**config.mk**
```make
export PLATFORM = sky130hd
export DESIGN_NAME = spi_buffer_exchange_engine_top
export DESIGN_NICKNAME = d
export VERILOG_FILES = /design/src/sbx_pkg.sv /design/src/sbx_ram.sv /design/src/sbx_ctrl.sv /design/src/sbx_datapath.sv /design/src/spi_buffer_exchange_engine_top.sv
export SDC_FILE = /design/constraint.sdc
export NUM_CORES = 2
export LEC_CHECK = 0
export ABC_AREA = 0
export BUFFER_PORTS_ARGS = -buffer_cell sky130_fd_sc_hd__buf_2
export CELL_PAD_IN_SITES_DETAIL_PLACEMENT = 0
export CELL_PAD_IN_SITES_GLOBAL_PLACEMENT = 1
export CORE_MARGIN = 2
export CORE_UTILIZATION = 30
export CTS_CLUSTER_SIZE = 28
export DETAILED_ROUTE_END_ITERATION = 10
export PLACE_DENSITY_LB_ADDON = 0.1
export RECOVER_POWER = 100
export SETUP_SLACK_MARGIN = 0.15
export SLEW_MARGIN = 20
export SYNTH_ARGS = -nofsm -noshare
export SYNTH_HDL_FRONTEND = slang
export SYNTH_HIERARCHICAL = 1
export SYNTH_SLANG_ARGS = --single-unit
```
**constraint.sdc**
```tcl
create_clock -name clk -period 22.7 [get_ports clk]
set_clock_uncertainty 0.2 [all_clocks]
set_input_delay 2.27 -clock clk [delete_from_list [all_inputs] [get_ports clk]]
set_output_delay 2.27 -clock clk [all_outputs]
set_load 0.05 [all_outputs]
```
**src/sbx_pkg.sv**
```systemverilog
`default_nettype none
package sbx_pkg;

    localparam int BUFFER_DEPTH_DEF = 256;

    localparam int CMD_W  = 3;
    localparam int BYTE_W = 8;
    localparam int LEN_W  = 9;
    localparam int MODE_W = 2;

    localparam logic [CMD_W-1:0] CMD_LOAD  = 3'd0;
    localparam logic [CMD_W-1:0] CMD_SEND  = 3'd1;
    localparam logic [CMD_W-1:0] CMD_RECV  = 3'd2;
    localparam logic [CMD_W-1:0] CMD_EVENT = 3'd3;
    localparam logic [CMD_W-1:0] CMD_READ  = 3'd4;

    localparam logic [MODE_W-1:0] MODE_MASTER = 2'd1;
    localparam logic [MODE_W-1:0] MODE_SLAVE  = 2'd2;

    // controller -> datapath
    typedef struct packed {
        logic capture;
        logic execute;
        logic clear_step;
    } ctrl_cmd_t;

    // datapath -> controller
    typedef struct packed {
        logic out_free;
        logic needs_clear;
        logic clear_last;
    } dp_status_t;

    typedef enum logic [2:0] {
        ST_IDLE  = 3'b001,
        ST_EXEC  = 3'b010,
        ST_CLEAR = 3'b100
    } state_t;

endpackage
`default_nettype wire

```
**src/sbx_ram.sv**
```systemverilog
`default_nettype none
module sbx_ram #(
    parameter int WIDTH = 8,
    parameter int DEPTH = 256
) (
    input  wire logic                     clk,
    input  wire logic                     we,
    input  wire logic [$clog2(DEPTH)-1:0] waddr,
    input  wire logic [WIDTH-1:0]         wdata,
    input  wire logic                     re,
    input  wire logic [$clog2(DEPTH)-1:0] raddr,
    output logic      [WIDTH-1:0]         rdata
);

    logic [WIDTH-1:0] mem [DEPTH];

    always_ff @(posedge clk)
    begin
        if (we)
        begin
            mem[waddr] <= wdata;
        end
        if (re)
        begin
            rdata <= mem[raddr];
        end
    end

endmodule
`default_nettype wire

```
**src/sbx_ctrl.sv**
```systemverilog
`default_nettype none
module sbx_ctrl (
    input  wire logic               clk,
    input  wire logic               rst_n,
    input  wire logic               in_valid,
    output logic                    in_ready,
    input  wire sbx_pkg::dp_status_t dp_status,
    output sbx_pkg::ctrl_cmd_t      ctrl_cmd
);

    sbx_pkg::state_t state_reg;
    sbx_pkg::state_t state_next;

    always_ff @(posedge clk or negedge rst_n)
    begin
        if (!rst_n)
        begin
            state_reg <= sbx_pkg::ST_IDLE;
        end
        else
        begin
            state_reg <= state_next;
        end
    end

    always_comb
    begin
        state_next          = state_reg;
        in_ready            = 1'b0;
        ctrl_cmd.capture    = 1'b0;
        ctrl_cmd.execute    = 1'b0;
        ctrl_cmd.clear_step = 1'b0;
        case (state_reg)
            sbx_pkg::ST_IDLE:
            begin
                in_ready = 1'b1;
                if (in_valid)
                begin
                    ctrl_cmd.capture = 1'b1;
                    state_next       = sbx_pkg::ST_EXEC;
                end
            end
            sbx_pkg::ST_EXEC:
            begin
                // hold the read data until the result register has room
                if (dp_status.out_free)
                begin
                    ctrl_cmd.execute = 1'b1;
                    state_next = dp_status.needs_clear ? sbx_pkg::ST_CLEAR : sbx_pkg::ST_IDLE;
                end
            end
            sbx_pkg::ST_CLEAR:
            begin
                ctrl_cmd.clear_step = 1'b1;
                if (dp_status.clear_last)
                begin
                    state_next = sbx_pkg::ST_IDLE;
                end
            end
            default:
            begin
                state_next = sbx_pkg::ST_IDLE;
            end
        endcase
    end

endmodule
`default_nettype wire

```
**src/sbx_datapath.sv**
```systemverilog
`default_nettype none
module sbx_datapath #(
    parameter int BUFFER_DEPTH = sbx_pkg::BUFFER_DEPTH_DEF
) (
    input  wire logic                         clk,
    input  wire logic                         rst_n,
    input  wire sbx_pkg::ctrl_cmd_t           ctrl_cmd,
    output sbx_pkg::dp_status_t               dp_status,
    input  wire logic                         cfg_wr_en,
    input  wire logic [sbx_pkg::MODE_W-1:0]   cfg_wr_data,
    input  wire logic [sbx_pkg::CMD_W-1:0]    command,
    input  wire logic [sbx_pkg::BYTE_W-1:0]   entry_index,
    input  wire logic [sbx_pkg::BYTE_W-1:0]   entry_data,
    input  wire logic [sbx_pkg::LEN_W-1:0]    length,
    input  wire logic [sbx_pkg::BYTE_W-1:0]   rx_byte,
    output logic                              out_valid,
    input  wire logic                         out_ready,
    output logic                              tx_valid,
    output logic      [sbx_pkg::BYTE_W-1:0]   tx_byte,
    output logic                              done_res,
    output logic      [sbx_pkg::BYTE_W-1:0]   read_data,
    output logic                              status
);

    localparam int AW = $clog2(BUFFER_DEPTH);
    localparam int PW = (AW > sbx_pkg::LEN_W) ? AW : sbx_pkg::LEN_W;
    localparam logic [31:0] DEPTH32 = 32'(BUFFER_DEPTH);

    // captured transaction
    logic [sbx_pkg::CMD_W-1:0]  cmd_reg;
    logic [sbx_pkg::BYTE_W-1:0] idx_reg;
    logic [sbx_pkg::BYTE_W-1:0] data_reg;
    logic [sbx_pkg::LEN_W-1:0]  len_reg;
    logic [sbx_pkg::BYTE_W-1:0] rx_reg;

    // engine state
    logic [sbx_pkg::MODE_W-1:0] mode_reg;
    logic [sbx_pkg::LEN_W-1:0]  pos_reg, pos_next;
    logic [sbx_pkg::LEN_W-1:0]  tlen_reg, tlen_next;
    logic                       busy_reg, busy_next;
    logic                       ready_reg, ready_next;
    logic                       zero_fill_reg, zero_fill_next;
    logic [sbx_pkg::LEN_W-1:0]  clr_cnt_reg;

    // result register
    logic                       out_valid_reg;
    logic                       txv_reg, txv_next;
    logic [sbx_pkg::BYTE_W-1:0] txb_reg, txb_next;
    logic                       done_reg;
    logic [sbx_pkg::BYTE_W-1:0] rd_reg, rd_next;
    logic                       st_reg, st_next;

    // memory port signals
    logic                       ram_we, ram_re;
    logic [AW-1:0]              ram_waddr, ram_raddr;
    logic [sbx_pkg::BYTE_W-1:0] ram_wdata, ram_rdata;
    logic                       ex_we;
    logic [PW-1:0]              ex_waddr_w, raddr_w, clr_addr_w;
    logic [sbx_pkg::BYTE_W-1:0] ex_wdata;

    logic [sbx_pkg::LEN_W-1:0]  len_sat;
    logic [sbx_pkg::LEN_W-1:0]  pos_inc;
    logic                       idx_ok, in_idx_ok;
    logic                       is_master, is_slave;

    assign is_master = (mode_reg == sbx_pkg::MODE_MASTER);
    assign is_slave  = (mode_reg == sbx_pkg::MODE_SLAVE);
    assign pos_inc   = pos_reg + sbx_pkg::LEN_W'(1);
    assign len_sat   = (32'(len_reg) > DEPTH32) ? sbx_pkg::LEN_W'(BUFFER_DEPTH) : len_reg;
    assign idx_ok    = 32'(idx_reg) < DEPTH32;
    assign in_idx_ok = 32'(entry_index) < DEPTH32;

    // read issue, at capture time from the live input fields
    always_comb
    begin
        raddr_w = '0;
        case (command)
            sbx_pkg::CMD_READ:  raddr_w = in_idx_ok ? PW'(entry_index) : '0;
            // master prefetches the byte after the one being stored
            sbx_pkg::CMD_EVENT: raddr_w = is_master ? PW'(pos_inc) : PW'(pos_reg);
            default:            raddr_w = '0;
        endcase
    end

    assign ram_re    = ctrl_cmd.capture;
    assign ram_raddr = raddr_w[AW-1:0];

    // execute
    always_comb
    begin
        pos_next       = pos_reg;
        tlen_next      = tlen_reg;
        busy_next      = busy_reg;
        ready_next     = ready_reg;
        zero_fill_next = zero_fill_reg;
        txv_next       = 1'b0;
        txb_next       = '0;
        rd_next        = '0;
        st_next        = 1'b0;
        ex_we          = 1'b0;
        ex_waddr_w     = '0;
        ex_wdata       = '0;
        case (cmd_reg)
            sbx_pkg::CMD_LOAD:
            begin
                ex_we      = idx_ok;
                ex_waddr_w = PW'(idx_reg);
                ex_wdata   = data_reg;
            end
            sbx_pkg::CMD_SEND, sbx_pkg::CMD_RECV:
            begin
                zero_fill_next = (cmd_reg == sbx_pkg::CMD_RECV);
                tlen_next      = len_sat;
                pos_next       = '0;
                if (len_sat == '0)
                begin
                    ready_next = 1'b1;
                    busy_next  = 1'b0;
                end
                else
                begin
                    ready_next = 1'b0;
                    busy_next  = 1'b1;
                    if (is_master)
                    begin
                        txv_next = 1'b1;
                        // receive start sends the zeroed first entry
                        txb_next = zero_fill_next ? '0 : ram_rdata;
                    end
                end
            end
            sbx_pkg::CMD_EVENT:
            begin
                if (!busy_reg || !(is_master || is_slave))
                begin
                    st_next = 1'b1;
                end
                else
                begin
                    ex_we      = 1'b1;
                    ex_waddr_w = PW'(pos_reg);
                    ex_wdata   = rx_reg;
                    pos_next   = pos_inc;
                    if (is_slave)
                    begin
                        txv_next = 1'b1;
                        txb_next = ram_rdata;
                    end
                    if (pos_inc < tlen_reg)
                    begin
                        if (is_master)
                        begin
                            txv_next = 1'b1;
                            txb_next = ram_rdata;
                        end
                    end
                    else
                    begin
                        ready_next = 1'b1;
                        busy_next  = 1'b0;
                    end
                end
            end
            sbx_pkg::CMD_READ:
            begin
                rd_next = idx_ok ? ram_rdata : '0;
            end
            default:
            begin
            end
        endcase
    end

    assign clr_addr_w = PW'(clr_cnt_reg);

    always_comb
    begin
        if (ctrl_cmd.clear_step)
        begin
            ram_we    = zero_fill_reg;
            ram_waddr = clr_addr_w[AW-1:0];
            ram_wdata = '0;
        end
        else
        begin
            ram_we    = ctrl_cmd.execute & ex_we;
            ram_waddr = ex_waddr_w[AW-1:0];
            ram_wdata = ex_wdata;
        end
    end

    sbx_ram #(
        .WIDTH (sbx_pkg::BYTE_W),
        .DEPTH (BUFFER_DEPTH)
    ) u_ram (
        .clk   (clk),
        .we    (ram_we),
        .waddr (ram_waddr),
        .wdata (ram_wdata),
        .re    (ram_re),
        .raddr (ram_raddr),
        .rdata (ram_rdata)
    );

    // captured fields and result fields, no reset needed
    always_ff @(posedge clk)
    begin
        if (ctrl_cmd.capture)
        begin
            cmd_reg  <= command;
            idx_reg  <= entry_index;
            data_reg <= entry_data;
            len_reg  <= length;
            rx_reg   <= rx_byte;
        end
        if (ctrl_cmd.execute)
        begin
            txv_reg <= txv_next;
            txb_reg <= txb_next;
            rd_reg  <= rd_next;
            st_reg  <= st_next;
            done_reg <= ready_next;
        end
    end

    always_ff @(posedge clk or negedge rst_n)
    begin
        if (!rst_n)
        begin
            mode_reg      <= '0;
            pos_reg       <= '0;
            tlen_reg      <= '0;
            busy_reg      <= 1'b0;
            ready_reg     <= 1'b0;
            zero_fill_reg <= 1'b0;
            clr_cnt_reg   <= '0;
            out_valid_reg <= 1'b0;
        end
        else
        begin
            if (cfg_wr_en)
            begin
                mode_reg <= cfg_wr_data;
            end
            if (ctrl_cmd.execute)
            begin
                pos_reg       <= pos_next;
                tlen_reg      <= tlen_next;
                busy_reg      <= busy_next;
                ready_reg     <= ready_next;
                zero_fill_reg <= zero_fill_next;
                clr_cnt_reg   <= '0;
                out_valid_reg <= 1'b1;
            end
            else
            begin
                if (out_ready)
                begin
                    out_valid_reg <= 1'b0;
                end
                if (ctrl_cmd.clear_step)
                begin
                    clr_cnt_reg <= clr_cnt_reg + sbx_pkg::LEN_W'(1);
                end
            end
        end
    end

    assign dp_status.out_free    = !out_valid_reg || out_ready;
    assign dp_status.needs_clear = (cmd_reg == sbx_pkg::CMD_RECV) && (len_sat != '0);
    assign dp_status.clear_last  = (clr_cnt_reg + sbx_pkg::LEN_W'(1)) == tlen_reg;

    assign out_valid = out_valid_reg;
    assign tx_valid  = txv_reg;
    assign tx_byte   = txb_reg;
    assign done_res  = done_reg;
    assign read_data = rd_reg;
    assign status    = st_reg;

endmodule
`default_nettype wire

```
**src/spi_buffer_exchange_engine_top.sv**
```systemverilog
// An accepted transaction executes once the result register has room; the
// next is accepted after that or, for a start-receive of length L, after a
// zeroing sweep of entries 0..min(L,BUFFER_DEPTH)-1 (one write port). A
// finished result waits in an output register while the next is accepted.
// Reset (rst_n, async, active low) clears mode, position, length and flags;
// buffer contents are undefined until loaded.
`default_nettype none
module spi_buffer_exchange_engine_top #(
    parameter int BUFFER_DEPTH = sbx_pkg::BUFFER_DEPTH_DEF
) (
    input  wire logic                       clk,
    input  wire logic                       rst_n,
    input  wire logic                       cfg_wr_en,
    input  wire logic [sbx_pkg::MODE_W-1:0] cfg_wr_data,
    input  wire logic                       in_valid,
    output logic                            in_ready,
    input  wire logic [sbx_pkg::CMD_W-1:0]  command,
    input  wire logic [sbx_pkg::BYTE_W-1:0] entry_index,
    input  wire logic [sbx_pkg::BYTE_W-1:0] entry_data,
    input  wire logic [sbx_pkg::LEN_W-1:0]  length,
    input  wire logic [sbx_pkg::BYTE_W-1:0] rx_byte,
    output logic                            out_valid,
    input  wire logic                       out_ready,
    output logic                            tx_valid,
    output logic      [sbx_pkg::BYTE_W-1:0] tx_byte,
    output logic                            done_res,
    output logic      [sbx_pkg::BYTE_W-1:0] read_data,
    output logic                            status
);

    sbx_pkg::ctrl_cmd_t  ctrl_cmd;
    sbx_pkg::dp_status_t dp_status;

    sbx_ctrl u_ctrl (
        .clk       (clk),
        .rst_n     (rst_n),
        .in_valid  (in_valid),
        .in_ready  (in_ready),
        .dp_status (dp_status),
        .ctrl_cmd  (ctrl_cmd)
    );

    sbx_datapath #(
        .BUFFER_DEPTH (BUFFER_DEPTH)
    ) u_datapath (
        .clk         (clk),
        .rst_n       (rst_n),
        .ctrl_cmd    (ctrl_cmd),
        .dp_status   (dp_status),
        .cfg_wr_en   (cfg_wr_en),
        .cfg_wr_data (cfg_wr_data),
        .command     (command),
        .entry_index (entry_index),
        .entry_data  (entry_data),
        .length      (length),
        .rx_byte     (rx_byte),
        .out_valid   (out_valid),
        .out_ready   (out_ready),
        .tx_valid    (tx_valid),
        .tx_byte     (tx_byte),
        .done_res    (done_res),
        .read_data   (read_data),
        .status      (status)
    );

endmodule
`default_nettype wire
```
# Yosys cells after proc, flatten, opt, wreduce, memory -nomap -nowiden

Memories as Yosys holds them, arrays and structs flattened. A register that Yosys moved wholly into a read port is not among the register bits.
Index checks and enable logic that the tools add are counted.
Widths: inputs -> output; s select.

Register bits after elaboration: 91
Latch bits: 0
Memory bits (writable): 2,048
Memory bits (read-only): 0
Input port bits: 43
Output and inout bits: 21
Memories kept: 1

$add $sub $neg: 2
Multiply operators: 0
Divide/modulo/power cells: 0
Order comparisons: 2
Eq/ne operators: 17
Shift-type cells: 0
Mux-type cells: 55
Bitwise gates (word level): 1
Reduce and logical (&&, ||, !) cells: 18

Memory list:

| name                 | words | bits a word | read ports | clocked after memory_dff | write ports | line          | text |
|---|---|---|---|---|---|---|---|
| u_datapath.u_ram.mem | 256   | 8           | 1          | 1                        | 1           | sbx_ram.sv:15 | `logic [WIDTH-1:0] mem [DEPTH];` |

Operators with widths:

| operator            | number |
|---|---|
| $mux 8              | 12 |
| $pmux 8 s2          | 4 |
| $mux 9              | 4 |
| $mux 1              | 25 |
| $add 9x1->9 const B | 2 |
| $pmux 9 s2          | 1 |
| $eq 3x2->1 const B  | 4 |
| $mux 3              | 4 |
| $ne 2x2->1 const B  | 5 |
| $eq 3x3->1 const B  | 3 |
| $eq 9x9->1          | 1 |
| $gt 9x9->1 const B  | 1 |
| $logic_not 9->1     | 1 |
| $lt 9x9->1          | 1 |
| $pmux 3 s3          | 1 |
| $reduce_bool 9->1   | 1 |
| $pmux 1 s2          | 4 |
| $eq 3x1->1 const B  | 2 |
| $reduce_and 3->1    | 2 |
| $reduce_bool 2->1   | 3 |
| $reduce_and 4->1    | 1 |
| $logic_not 1->1     | 3 |
| $logic_not 3->1     | 1 |
| $logic_or 1x1->1    | 3 |
| 6 further kinds     | 6 |

# Depth between registers and ports, before layout

Word-level depth: 10
Gate-level depth with buffers: 16
Gate-level depth less buffers: 12

# Cells and area by module

The synthesis kept the hierarchy.

Modules (own cells, without submodules):

| module       | instances | cells an instance | area each (um^2) |
|---|---|---|---|
| sbx_ram      | 1         | 3,733             | 79,636.4 |
| sbx_datapath | 1         | 418               | 4,464.3 |
| sbx_ctrl     | 1         | 17                | 188.9 |

# Worst setup path before layout

OpenSTA, ideal clock, no wires.

Path kind: register to register
Start point: register u_ctrl.state_reg[0]
End point: memory u_datapath.u_ram.mem[0][0] (data pin)
Library setup time: 1.391 ns
Arrival time: 7.365 ns
Data required time: 21.109 ns
Slack: 13.745 ns
Cell stages (with the launch flop): 7
Buffers on the path: 3
Clock period less this slack: 8.955 ns
Cells stage by stage: dfstp_2 nor3b_1 clkbuf_1 or3_1 clkbuf_1 buf_2 nor2_1

RTL lines:

| element                | line           | text |
|---|---|---|
| start, declared        | sbx_ctrl.sv:11 | `sbx_pkg::state_t state_reg;` |
| start signal, assigned | sbx_ctrl.sv:18 | `state_reg <= sbx_pkg::ST_IDLE;` |
| start signal, assigned | sbx_ctrl.sv:22 | `state_reg <= state_next;` |
| end, declared          | sbx_ram.sv:15  |  |

# Final worst setup path

Start point: register u_datapath/mode_reg[0] (netlist bit)
End point: memory u_datapath.u_ram.mem[81][6] (data pin)

Cells in the longest elaborated chain, start to end: 7
Elaborated cells on any way between the ends: 8

RTL lines:

| element                                  | line                                   | text |
|---|---|---|
| start, declared                          | sbx_datapath.sv:37                     | `logic [sbx_pkg::MODE_W-1:0] mode_reg;` |
| start signal, assigned                   | sbx_datapath.sv:243                    | `mode_reg <= cfg_wr_data;` |
| $eq 2x1->1 or $eq 2x2->1 (tied branches) | sbx_datapath.sv:66, sbx_datapath.sv:67 |  |
| $logic_or 1x1->1 (*)                     | sbx_datapath.sv:134                    | `if (!busy_reg \|\| !(is_master \|\| is_slave))` |
| $logic_not 1->1 (*)                      | sbx_datapath.sv:134                    |  |
| $logic_or 1x1->1 (*)                     | sbx_datapath.sv:134                    |  |
| $mux 8 (*)                               | sbx_datapath.sv:134                    |  |
| $pmux 8 s2 (*)                           | sbx_datapath.sv:103                    | `case (cmd_reg)` |
| $mux 8 (*)                               | sbx_datapath.sv:178                    | `if (ctrl_cmd.clear_step)` |
| net u_datapath.ram_wdata, one bit        | sbx_datapath.sv:56                     | `logic [sbx_pkg::BYTE_W-1:0] ram_wdata, ram_rdata;` |

Mark *: on every way through the listed nets, which the timed path passes. The rest lies on a longest branch.

==> metrics <==
outcome complete, but fails checks; failing checks max-capacitance violations, max-slew violations; CP endpoint kind flip-flop; Synth cell types 81; actual slew at the worst max-slew pin 8.30 ns; Seq cells post-synth 2147; Async SR Flop Fraction 1.68%; All-Layer GR Usage 17.7%; largest net degree at the start of global routing 169; Post-Synth Simple-Gate Area 3.49%; Final Wtd Congestion between 0.7 and 0.8; DRT Wirelength 255 mm; VDD IR-drop max 0.0641 mV; height of the die 534 um; Pwr Total between 0.008 and 0.009 W; critical path startpoint category flip-flop; syn avg cell area approximately 20 um2; largest family of logic cells by synthesized area multiplexers; compound-cell area share of the yosys netlist 3.96%; clock root buffer master clkbuf_16; WP data required 22.55 ns; post-synthesis mux area share 13.8%; Post-synth EDFFs 2111; RSZ-0062 raised after global routing no; Post-Syn Instances ~4200; DRT iter0 DRCs 3769; Top FF cell, synth edfxtp_1; Final HPWL DP 159 mm; Seq/Total Area, Yosys 76.3%; final setup fails 0; WP data arrival 13.97 ns; Die W 534 um; FILL cells 26300; Reg clk slew, reported paths around 0.060 ns; vias after detailed routing 42100; CTS Buffer Depth 4; fmax 70.8 MHz; layout cells sized above 1 between 20% and 30%; first-pass GRT wire length 356 mm; top area cells in the synthesized netlist edfxtp_1, mux4_2, mux2i_1; htree depth 4; Core Region 279000 um2; static leakage 27.6 nW; hold buffers post-CTS 0; vias per cell approximately 5; GRT Residual Overflow 0; max_slew headroom -453%; Final Non-Filler Cells 8268; Hold Vio Cnt, Final 0; Routed wire per std cell a little over 30 um; drt drc 0; clk_lat worst skew 0.87 ns; CTS tree built; I/O pin count between 60 and 70; 1st-pass router iterations 5; initial antenna violation count 13; fin. max-slew vios 2343; CTS resizes 0; PortBufs 63; Post-Place Cells 7834; crit-path max FO between 100 and 150; fin crit share 62.2%; fin crit period 14.12 ns; antenna-violating nets left 0; Core Rows 194; vias in the first global route 43000; final setup TNS 0 ns; dominant cell type by area after synthesis edfxtp_1; synth warn 6; # Post-CTS Setup Buffers 0; pwr dens 88.6 nW/um2; Setup CP Type flip-flop to flip-flop; Post-Synth Adder-Cell Area 0.178%; max reg flops between 2000 and 2500; syn_nets 4223; Max Cap Viol 40; Num CTS Buffers 241; HP Class flip-flop to flip-flop; Post-Synth XOR/XNOR Area 0.312%; Largest Register u_datapath/u_ram/mem; Die ar. around 290000 um2; initial core utilization 30.2%; clk sink count 2147; Syn-to-layout area delta 13.9%; nets about 4400; post-synth top area share 75.2%; Post-Synthesis Cell Area 84300 um2
routing by layer:
layer | global-route usage [%] | share of wire [%] | wire length, um | up-vias
met4 | 3.45 | 1.8 | 4560 | 4
met1 | 25.4 | 46 | 118000 | 23100
li1 | - | - | - | 17700
met5 | 0 | 0.0086 | 22 | -
met2 | 28.5 | 48 | 121000 | 1012
met3 | 2.73 | 4.6 | 11800 | 291
report_power, final:
group	leakage [nW]	total, W	switching (W)	internal (W)
combinational	5.01	0.000387	0.000246	0.000141
sequential	18.9	0.00440	0.0000315	0.00437
clock	3.62	0.00373	0.00158	0.00215
total	27.6	0.00851	0.00185	0.00666
worst paths after layout:
kind	start	to	slack, ns	cells after the start
max	u_datapath/mode_reg[0]$_DFFE_PN0P_	u_datapath/u_ram/mem[81][6]$_DFFE_PP_	8.58	9
min	u_datapath/pos_reg[8]$_DFFE_PN0P_	u_datapath/pos_reg[8]$_DFFE_PN0P_	0.31	1
max reg2reg	u_datapath/mode_reg[0]$_DFFE_PN0P_	u_datapath/u_ram/mem[81][6]$_DFFE_PP_	8.58	9
min reg2reg	u_datapath/pos_reg[8]$_DFFE_PN0P_	u_datapath/pos_reg[8]$_DFFE_PN0P_	0.31	1
max in group asynchronous	rst_n	u_datapath/pos_reg[2]$_DFFE_PN0P_	19.00	1
min in group asynchronous	rst_n	u_datapath/tlen_reg[4]$_DFFE_PN0P_	1.93	1
cells in the final DEF, fill, tap and decap left out, drive strengths merged, types with 13 or more instances in the layout:
master	count
mux4	456
mux2i	136
nand2b	13
buf	98
o22ai	30
inv	17
edfxtp	2111
nor2	322
clkbuf	416
clkinv	96
nand2	76
nor3	27
nor4	28
a221oi	14
nand4	16
and3	15
a21oi	108
dfrtp	35
a211oi	17
nor2b	35
o21ai	58
xor2	18
nand3	46
a22oi	149
bufinv	17
o221ai	48
metrics by stage:
stage / hold slack (ns) / setup WS, ns / instance area, um2 / utilization (%)
after floorplan: 0.271 / 13.74 / 84300 / -
after global placement: 0.300 / 13.38 / 89000 / 31.9
after detailed placement: 0.302 / 13.36 / 89100 / 31.9
after CTS: 0.308 / 14.31 / 96500 / 34.5
after global routing: 0.346 / 7.37 / 96000 / 34.4
final: 0.309 / 8.58 / 96000 / 34.4
critical path: stages, from the launching register on:
cell and delay (ns):
dfrtp_1 0.35, inv_1 0.06, ha_1 0.28, and2b_1 0.27
and2_0 0.37, clkbuf_1 0.97, a22oi_1 0.29, nor2_1 1.80
clkbuf_1 5.26, clkbuf_1 3.09
synth_stat cells, types with 25 or more instances:
cell type / number
clkbuf_1: 123
edfxtp_1: 2111
mux4_2: 454
o221ai_1: 47
buf_2: 39
buf_4: 33
o22ai_1: 30
nor2b_1: 35
nand2_1: 75
nand3_1: 46
nor3_1: 26
nor2_1: 322
mux2i_1: 136
a22oi_1: 149
dfrtp_1: 35
a21oi_1: 108
o21ai_0: 54
nor4_1: 25
cells by family after synthesis:
family / count (synthesis)
flip-flops: 2147
multiplexers: 593
adder cells (fa/ha/maj): 12
AO/OA/AOI/OAI: 482
XOR/XNOR: 30
buffers and inverters: 277
AND/OR/NAND/NOR: 627
area by class of cell:
type / instances / area, um2 / share of cell area (%)
inverter: 16 / 60.1 / 0.0625
timing repair buffer: 205 / 1110 / 1.15
sequential: 2147 / 64300 / 67.0
clock inverter: 120 / 1040 / 1.09
clock buffer: 309 / 6360 / 6.62
multi-input combinational: 1744 / 18500 / 19.3
tap: 3724 / 4660 / 4.85
antenna: 3 / 7.51 / 0.00782
No activity file was read; power rests on OpenSTA's default activity.
